### src/rtl/murmur3_32_hash_stream_macros.svh
// Assertion macros shared by the murmur3 hash stream modules.
`ifndef MURMUR3_32_HASH_STREAM_MACROS_SVH
`define MURMUR3_32_HASH_STREAM_MACROS_SVH

`ifndef SYNTHESIS
// Check a clocked property, idle during reset.
`define M3H_ASSERT(lbl, prop) \
  lbl: assert property (@(posedge clk) disable iff (!rst_n) prop) \
    else $error("m3h assertion failed");
// Check that a condition never holds at a clock edge.
`define M3H_NEVER(lbl, cond) \
  lbl: assert property (@(posedge clk) disable iff (!rst_n) !(cond)) \
    else $error("m3h forbidden condition seen");
`else
`define M3H_ASSERT(lbl, prop)
`define M3H_NEVER(lbl, cond)
`endif

`endif

### src/rtl/m3h_pkg.sv
// Constants, types and helper functions for the murmur3 hash stream.
package m3h_pkg;

  localparam logic [31:0] MIX_C1    = 32'hcc9e2d51;
  localparam logic [31:0] MIX_C2    = 32'h1b873593;
  localparam logic [31:0] ROUND_ADD = 32'he6546b64;
  localparam logic [31:0] FIN_C1    = 32'h85ebca6b;
  localparam logic [31:0] FIN_C2    = 32'hc2b2ae35;

  localparam int unsigned MAX_BYTES = 4;

  // Queue between the mixing front and the hash back.
  localparam int unsigned Q_DEPTH = 4;
  localparam int unsigned Q_AW    = $clog2(Q_DEPTH);
  localparam int unsigned Q_CW    = $clog2(Q_DEPTH + 3);

  typedef logic [2:0] byte_cnt_t;

  // One mixed word on its way to the hash recurrence.
  typedef struct packed {
    logic [31:0] k;
    byte_cnt_t   cnt;
    logic        last;
  } m3h_item_t;

  // Clamp the byte count to a full word.
  function automatic byte_cnt_t sat_count(input byte_cnt_t cnt);
    if (cnt > byte_cnt_t'(MAX_BYTES)) begin
      return byte_cnt_t'(MAX_BYTES);
    end
    return cnt;
  endfunction

  // Zero the bytes beyond the valid count.
  function automatic logic [31:0] mask_bytes(input logic [31:0] word, input byte_cnt_t cnt);
    logic [31:0] m;
    unique case (cnt)
      3'd0:    m = 32'h00000000;
      3'd1:    m = 32'h000000ff;
      3'd2:    m = 32'h0000ffff;
      3'd3:    m = 32'h00ffffff;
      default: m = 32'hffffffff;
    endcase
    return word & m;
  endfunction

endpackage

### src/rtl/murmur3_32_hash_stream.sv
// Top level of the streaming MurmurHash3 x86_32 hasher.
//
// Usage: a message streams in as little-endian 32-bit words on the in_
// channel, one transfer per word, first byte in bits 7:0. in_byte_count
// gives the valid bytes (0..4, values above 4 count as 4); the word that
// carries in_last = 1 ends the message and may hold 1..4 bytes, or zero
// bytes for an empty message. Each message yields one transfer on the
// out_ channel with the finalized hash in out_hash_value.
// The seed register is written on the cfg_ channel (always ready); it is
// sampled by the first word of each message, so write it between messages.
// Throughput: one word per cycle while the message runs and in_ready stays
// high, the mixing multiplies sitting in a two-stage front pipe ahead of the
// hash recurrence. The last word takes the back end through the recurrence,
// then the fmix32 finalizer's two multiplies and the result register load;
// the back end takes no new word until the result is loaded.
// A four-entry queue decouples front and back; in_ready drops when queued
// plus in-flight words would overrun it. When out_ready is held low the
// result register holds, the back end waits in the finalizer, the queue
// fills and in_ready falls. Reset clears seed to zero, empties the queue
// and starts a new message with the next word.
module murmur3_32_hash_stream
  import m3h_pkg::*;
(
  input  logic        clk,
  input  logic        rst_n,
  input  logic        in_valid,
  output logic        in_ready,
  input  logic [31:0] in_data_word,
  input  logic [2:0]  in_byte_count,
  input  logic        in_last,
  output logic        out_valid,
  input  logic        out_ready,
  output logic [31:0] out_hash_value,
  input  logic        cfg_valid,
  output logic        cfg_ready,
  input  logic [31:0] cfg_seed
);

  logic [31:0]     seed_r;
  logic            push, pop, q_valid;
  m3h_item_t       push_item, q_item;
  logic [Q_CW-1:0] q_level;

  // Seed register: take every transfer on the config channel.
  assign cfg_ready = 1'b1;

  always_ff @(posedge clk) begin
    if (!rst_n) begin
      seed_r <= '0;
    end else if (cfg_valid) begin
      seed_r <= cfg_seed;
    end
  end

  // Front: accept, clamp and mask, mix each word independently.
  m3h_front u_front (
    .clk           (clk),
    .rst_n         (rst_n),
    .in_valid      (in_valid),
    .in_ready      (in_ready),
    .in_data_word  (in_data_word),
    .in_byte_count (in_byte_count),
    .in_last       (in_last),
    .q_level       (q_level),
    .push          (push),
    .push_item     (push_item)
  );

  // Queue: hold mixed words until the back end takes them.
  m3h_queue u_queue (
    .clk       (clk),
    .rst_n     (rst_n),
    .push      (push),
    .push_item (push_item),
    .pop       (pop),
    .q_valid   (q_valid),
    .q_item    (q_item),
    .q_level   (q_level)
  );

  // Back: fold words into the running hash, finalize on the last word.
  m3h_back u_back (
    .clk            (clk),
    .rst_n          (rst_n),
    .seed           (seed_r),
    .q_valid        (q_valid),
    .q_item         (q_item),
    .pop            (pop),
    .out_valid      (out_valid),
    .out_ready      (out_ready),
    .out_hash_value (out_hash_value)
  );

endmodule

### src/rtl/m3h_front.sv
// Front end: accept words, mask tail bytes and run the two-multiply word mix.
`include "murmur3_32_hash_stream_macros.svh"

module m3h_front
  import m3h_pkg::*;
(
  input  logic                clk,
  input  logic                rst_n,
  input  logic                in_valid,
  output logic                in_ready,
  input  logic [31:0]         in_data_word,
  input  logic [2:0]          in_byte_count,
  input  logic                in_last,
  input  logic [Q_CW-1:0]     q_level,
  output logic                push,
  output m3h_item_t           push_item
);

  logic            s1_v_r, s1_v_nxt;
  logic [31:0]     s1_k_r;
  byte_cnt_t       s1_cnt_r;
  logic            s1_last_r;
  logic            s2_v_r, s2_v_nxt;
  m3h_item_t       s2_item_r;
  logic [Q_CW-1:0] inflight;
  byte_cnt_t       cnt_sat;
  logic [31:0]     k_rot;

  // Count every item already holding a queue slot, in the pipe or stored.
  assign inflight = q_level + Q_CW'(s1_v_r) + Q_CW'(s2_v_r);
  assign in_ready = (inflight < Q_CW'(Q_DEPTH));
  assign cnt_sat  = sat_count(in_byte_count);
  assign k_rot    = {s1_k_r[16:0], s1_k_r[31:17]};

  assign s1_v_nxt = in_valid && in_ready;
  assign s2_v_nxt = s1_v_r;

  always_ff @(posedge clk) begin
    if (!rst_n) begin
      s1_v_r <= 1'b0;
      s2_v_r <= 1'b0;
    end else begin
      s1_v_r <= s1_v_nxt;
      s2_v_r <= s2_v_nxt;
    end
  end

  always_ff @(posedge clk) begin
    s1_k_r         <= mask_bytes(in_data_word, cnt_sat) * MIX_C1;
    s1_cnt_r       <= cnt_sat;
    s1_last_r      <= in_last;
    s2_item_r.k    <= k_rot * MIX_C2;
    s2_item_r.cnt  <= s1_cnt_r;
    s2_item_r.last <= s1_last_r;
  end

  assign push      = s2_v_r;
  assign push_item = s2_item_r;

  `M3H_NEVER(a_front_credit, inflight > Q_CW'(Q_DEPTH))

endmodule

### src/rtl/m3h_queue.sv
// Small FIFO of mixed words between the front and the back.
`include "murmur3_32_hash_stream_macros.svh"

module m3h_queue
  import m3h_pkg::*;
(
  input  logic            clk,
  input  logic            rst_n,
  input  logic            push,
  input  m3h_item_t       push_item,
  input  logic            pop,
  output logic            q_valid,
  output m3h_item_t       q_item,
  output logic [Q_CW-1:0] q_level
);

  m3h_item_t       mem_r [Q_DEPTH];
  logic [Q_AW-1:0] wr_ptr_r, rd_ptr_r;
  logic [Q_CW-1:0] count_r, count_nxt;

  always_comb begin
    count_nxt = count_r;
    if (push && !pop) begin
      count_nxt = count_r + Q_CW'(1);
    end else if (pop && !push) begin
      count_nxt = count_r - Q_CW'(1);
    end
  end

  always_ff @(posedge clk) begin
    if (!rst_n) begin
      wr_ptr_r <= '0;
      rd_ptr_r <= '0;
      count_r  <= '0;
    end else begin
      if (push) begin
        wr_ptr_r <= wr_ptr_r + Q_AW'(1);
      end
      if (pop) begin
        rd_ptr_r <= rd_ptr_r + Q_AW'(1);
      end
      count_r <= count_nxt;
    end
  end

  always_ff @(posedge clk) begin
    if (push) begin
      mem_r[wr_ptr_r] <= push_item;
    end
  end

  assign q_valid = (count_r != '0);
  assign q_item  = mem_r[rd_ptr_r];
  assign q_level = count_r;

  `M3H_NEVER(a_q_overflow, push && !pop && (count_r == Q_CW'(Q_DEPTH)))
  `M3H_NEVER(a_q_underflow, pop && (count_r == '0))

endmodule

### src/rtl/m3h_back.sv
// Back end: hash recurrence, byte total, fmix32 finalizer and result register.
`include "murmur3_32_hash_stream_macros.svh"

module m3h_back
  import m3h_pkg::*;
(
  input  logic        clk,
  input  logic        rst_n,
  input  logic [31:0] seed,
  input  logic        q_valid,
  input  m3h_item_t   q_item,
  output logic        pop,
  output logic        out_valid,
  input  logic        out_ready,
  output logic [31:0] out_hash_value
);

  localparam logic [1:0] ST_RUN  = 2'd0;
  localparam logic [1:0] ST_FIN1 = 2'd1;
  localparam logic [1:0] ST_FIN2 = 2'd2;
  localparam logic [1:0] ST_FIN3 = 2'd3;

  logic [1:0]  state_r, state_nxt;
  logic        mid_r, mid_nxt;
  logic [31:0] run_r, tot_r, fin_r, fin_nxt;
  logic        out_valid_r, out_valid_nxt;
  logic [31:0] out_hash_r;
  logic [31:0] h_base, h_x, h_rot, h_new, tot_new;
  logic        out_free, load_out;

  assign out_free = !out_valid_r || out_ready;
  assign pop      = (state_r == ST_RUN) && q_valid;
  assign load_out = (state_r == ST_FIN3) && out_free;

  // Start from the seed on the first word of a message.
  assign h_base  = mid_r ? run_r : seed;
  assign h_x     = h_base ^ q_item.k;
  assign h_rot   = {h_x[18:0], h_x[31:19]};
  assign h_new   = (q_item.cnt == byte_cnt_t'(MAX_BYTES)) ?
                   ({h_rot[29:0], 2'b00} + h_rot + ROUND_ADD) : h_x;
  assign tot_new = (mid_r ? tot_r : 32'd0) + 32'(q_item.cnt);

  always_comb begin
    state_nxt = state_r;
    mid_nxt   = mid_r;
    fin_nxt   = fin_r;
    unique case (state_r)
      ST_RUN: begin
        if (pop) begin
          if (q_item.last) begin
            fin_nxt   = h_new ^ tot_new;
            mid_nxt   = 1'b0;
            state_nxt = ST_FIN1;
          end else begin
            mid_nxt = 1'b1;
          end
        end
      end
      ST_FIN1: begin
        fin_nxt   = (fin_r ^ {16'd0, fin_r[31:16]}) * FIN_C1;
        state_nxt = ST_FIN2;
      end
      ST_FIN2: begin
        fin_nxt   = (fin_r ^ {13'd0, fin_r[31:13]}) * FIN_C2;
        state_nxt = ST_FIN3;
      end
      ST_FIN3: begin
        if (out_free) begin
          state_nxt = ST_RUN;
        end
      end
      default: state_nxt = ST_RUN;
    endcase
  end

  always_comb begin
    out_valid_nxt = out_valid_r;
    if (load_out) begin
      out_valid_nxt = 1'b1;
    end else if (out_ready) begin
      out_valid_nxt = 1'b0;
    end
  end

  always_ff @(posedge clk) begin
    if (!rst_n) begin
      state_r     <= ST_RUN;
      mid_r       <= 1'b0;
      out_valid_r <= 1'b0;
    end else begin
      state_r     <= state_nxt;
      mid_r       <= mid_nxt;
      out_valid_r <= out_valid_nxt;
    end
  end

  always_ff @(posedge clk) begin
    fin_r <= fin_nxt;
    if (pop && !q_item.last) begin
      run_r <= h_new;
      tot_r <= tot_new;
    end
    if (load_out) begin
      out_hash_r <= fin_r ^ {16'd0, fin_r[31:16]};
    end
  end

  assign out_valid      = out_valid_r;
  assign out_hash_value = out_hash_r;

  `M3H_ASSERT(a_back_last_finalizes, (pop && q_item.last) |=> (state_r == ST_FIN1))
  `M3H_ASSERT(a_back_load_sets_valid, load_out |=> out_valid_r)
  `M3H_NEVER(a_back_mid_in_fin, (state_r != ST_RUN) && mid_r)

endmodule

### config.mk
export PLATFORM = sky130hd
export DESIGN_NAME = murmur3_32_hash_stream
export DESIGN_NICKNAME = d
export VERILOG_FILES = /design/src/rtl/m3h_pkg.sv /design/src/rtl/murmur3_32_hash_stream.sv /design/src/rtl/m3h_front.sv /design/src/rtl/m3h_queue.sv /design/src/rtl/m3h_back.sv
export VERILOG_INCLUDE_DIRS = /design/src /design/src/rtl
export SDC_FILE = /design/constraint.sdc
export NUM_CORES = 2
export LEC_CHECK = 0
export BUFFER_PORTS_ARGS = -buffer_cell sky130_fd_sc_hd__buf_2
export CORE_MARGIN = 8
export CORE_UTILIZATION = 25
export DETAILED_ROUTE_END_ITERATION = 10
export HOLD_SLACK_MARGIN = 0.02
export PLACE_DENSITY = 0.46
export SETUP_SLACK_MARGIN = 0.1
export SYNTH_ARGS = -nofsm -noshare
export SYNTH_HDL_FRONTEND = slang
export SYNTH_SLANG_ARGS = --single-unit
export TNS_END_PERCENT = 30
### constraint.sdc
create_clock -name clk -period 7.5 [get_ports clk]
set_input_delay 1.5 -clock clk [delete_from_list [all_inputs] [get_ports clk]]
set_output_delay 1.5 -clock clk [all_outputs]
set_load 0.02 [all_outputs]
==> impl_metrics.yaml <==
routing:
  drc: 0
  vias: 32571
  wl_um: 146000
  drt_iter0_markers: 1537
  first_pass_iters: 5
  drt-wirelength-per-cell_um: 18.7
  ant_nets: 0
  via_per_inst: 4.16
synthesis:
  ys_types: 84
  syn_nets: 6318
  synth_top_cell_by_area: "fa_1"
  ys.flop_type: "edfxtp_1"
  ys_seq_elements: 391
  avgSynthCellArea_um2: 10.7
  ys_seq_area_share_pct: 20.9
  ys_async_sr_fraction_pct: 0
  synth_edf_count: 272
  yosysWarnings: 0
  synth.area.top_cells: "fa_1 (29%), ha_1 (20%), edfxtp_1 (16%), inv_1 (9.5%), xnor2_1 (4.8%)"
  synth_top_area_share_pct: 28.6
  synthCells: 4722
  syn_area_mm2: 0.0506
floorplanning:
  coreArea_mm2: 0.202
  num_rows: 165
  start_util_pct: 25.1
  dieHeight_um: 466
  die_x_um: 466
  ioPinCount: 108
  die-area_mm2: 0.217
worst_setup_path:
  critPathBufInv: 6
  path_max_fanout: 5
  startpoint_type: "flop"
  cp_top_family: "adder cells"
  r2r-start: "u_back.fin_r[7]$_DFFE_PP_"
  crit_path_start: "u_back.fin_r[7]$_DFFE_PP_"
  cp-end-kind: "flop"
  path_common_cell: "fa_1"
  critPathSlowestCell: "fa_1"
  cp.arrival_ps: 7570
  critPathMaxStageDelay_ps: 510
  critical_path_class: "reg2reg"
  critPathRequiredTime_ps: 7850
timing:
  clock_skew_ps: 40.4
  fin_crit_ps: 7210
  relSlewSlack_pct: 22.0
  period_share_pct: 96.2
  rsz0062_at_grt: "yes"
  slew_violations: 0
  tns_ps: 0
  fmax_mhz: 139
  worstMarginPinSlew_ps: 1170
  hold_viol_final: 0
  setup_slack_ps: 286
  final-setup-viol-count: 0
min_path:
  hp-start: "u_front.s1_last_r$_DFF_P_"
  hold_path.class: "reg2reg"
global_routing:
  grt_overflow: 0
  grt_start_max_net_pins: 65
  use_met2_pct: 24.8
  antenna_found_initial: 5
  grt_pass1_wl_um: 224000
  top_usage_layer: "met2"
  grt_pass1_vias: 35885
  grt_util_met1_pct: 17.3
  use_met3_pct: 1.20
  grt.total_usage_pct: 13.4
layout:
  nets: 6718
  layout-drive-gt1-share_pct: 12.4
  final_cells: 7830
  area_growth_pct: 15.8
  diodes: 0
place:
  pre_cts_slack_ps: -404
  post-place-cells: 7733
  dp_hpwl_um: 127000
  place_congestion: 0.879
  numPortBuffers: 106
clock_tree:
  clockBufferDepth: 3
  numCtsBuffers: 46
  postCtsHoldBufs: 0
  clock-root-buffer: "clkbuf_16"
  clkTransAtPathRegs_ps: 60
  htree_levels: 2
  cts_tree: "done"
  insertion_delay_ps: 650
  clock_sinks: 391
job:
  maxCapViolations: 0
run_status:
  status: "finished clean"
[layout by cell type (no fill, tap or decap), drive strengths merged, types with 11 or more instances in the layout]
| cell | instances |
|---|---|
| xor2 | 110 |
| mux2i | 72 |
| xnor2 | 280 |
| fa | 723 |
| a211oi | 16 |
| a21oi | 116 |
| buf | 418 |
| ha | 800 |
| dfxtp | 119 |
| or2 | 12 |
| nor2b | 70 |
| a221oi | 23 |
| a31oi | 11 |
| clkbuf | 58 |
| nand2 | 144 |
| nor2 | 117 |
| mux4 | 36 |
| inv | 1280 |
| o21bai | 17 |
| edfxtp | 272 |
| o21ai | 102 |
| nand2b | 11 |
| o21a | 36 |
| nand3 | 32 |
| or3 | 12 |
| and2 | 39 |
| clkinv | 15 |
| and3 | 26 |
| nor3 | 28 |
| a21o | 45 |
[area by class of cell]
type,instances,area [um^2]
tap,2672,3340
sequential,391,10600
multi-input combinational,2985,35400
inverter,1280,4810
timing repair buffer,418,2930
clock buffer,58,1250
clock inverter,26,320
fill,21056,143000
[cells in the mapped netlist, types with 72 or more instances]
| master | n |
|---|---|
| o21ai_0 | 77 |
| xnor2_1 | 280 |
| xor2_1 | 110 |
| nor2_1 | 116 |
| inv_1 | 1278 |
| edfxtp_1 | 272 |
| mux2i_1 | 72 |
| nand2_1 | 144 |
| fa_1 | 723 |
| a21oi_1 | 115 |
| dfxtp_1 | 119 |
| ha_1 | 800 |
[metrics by stage]
stage	hold WS, ps	util, %	area (um^2)
after detailed placement	315	28.0	56600
after global placement	314	28.0	56600
after floorplan	310	-	50600
final	326	29.0	58600
after global routing	344	29.0	58600
after CTS	330	28.8	58100
[final timing paths]
kind                            cells after the start                           end  slack (ps)
worst max-delay path                               25    u_back.fin_r[31]$_DFFE_PP_         290
worst max register to register                     25    u_back.fin_r[31]$_DFFE_PP_         290
worst min register to register                      0  u_front.push_item[0]$_DFF_P_         330
worst min-delay path                                0  u_front.push_item[0]$_DFF_P_         330
[sequential cells by signal, indices dropped and copies added, names as in the netlist, 2 cells and up, named ones only]
signal and flops:
seed_r 32, u_back.fin_r 32, u_back.out_hash_value 32, u_back.run_r 32, u_back.state_r 2, u_back.tot_r 32, u_front.push_item 36, u_front.s1_cnt_r 3
u_front.s1_k_r 32, u_queue.mem_r 144, u_queue.q_level 3, u_queue.rd_ptr_r 2, u_queue.wr_ptr_r 2
[per-layer routing]
layer  vias up  routed length (um)
met5         -                   0
met4         0                2710
met3       132                3820
met2       433               74900
met1     16259               64600
li1      15747                   -
[repair_timing]
| item | in CTS | in global routing |
|---|---|---|
| cloned | 0 | 0 |
| resized for setup | 4 | 66 |
| pin swaps | 0 | 31 |
| endpoints found under the setup margin | 5 | 16 |
| buffers inserted | 0 | 13 |
[cell families after synthesis]
family / Yosys count / synth area share [%]
simple gates: 520 / 5.10
mux: 109 / 3.05
buf+inv: 1346 / 10.0
other cells: 1 / 0.00741
xor+xnor: 391 / 6.80
fa+ha+maj: 1523 / 48.4
flops: 391 / 20.9
compound gates: 441 / 5.76
Power is not shown: default switching activity piles up to over one toggle a cycle in this logic, so the estimate is an artifact.
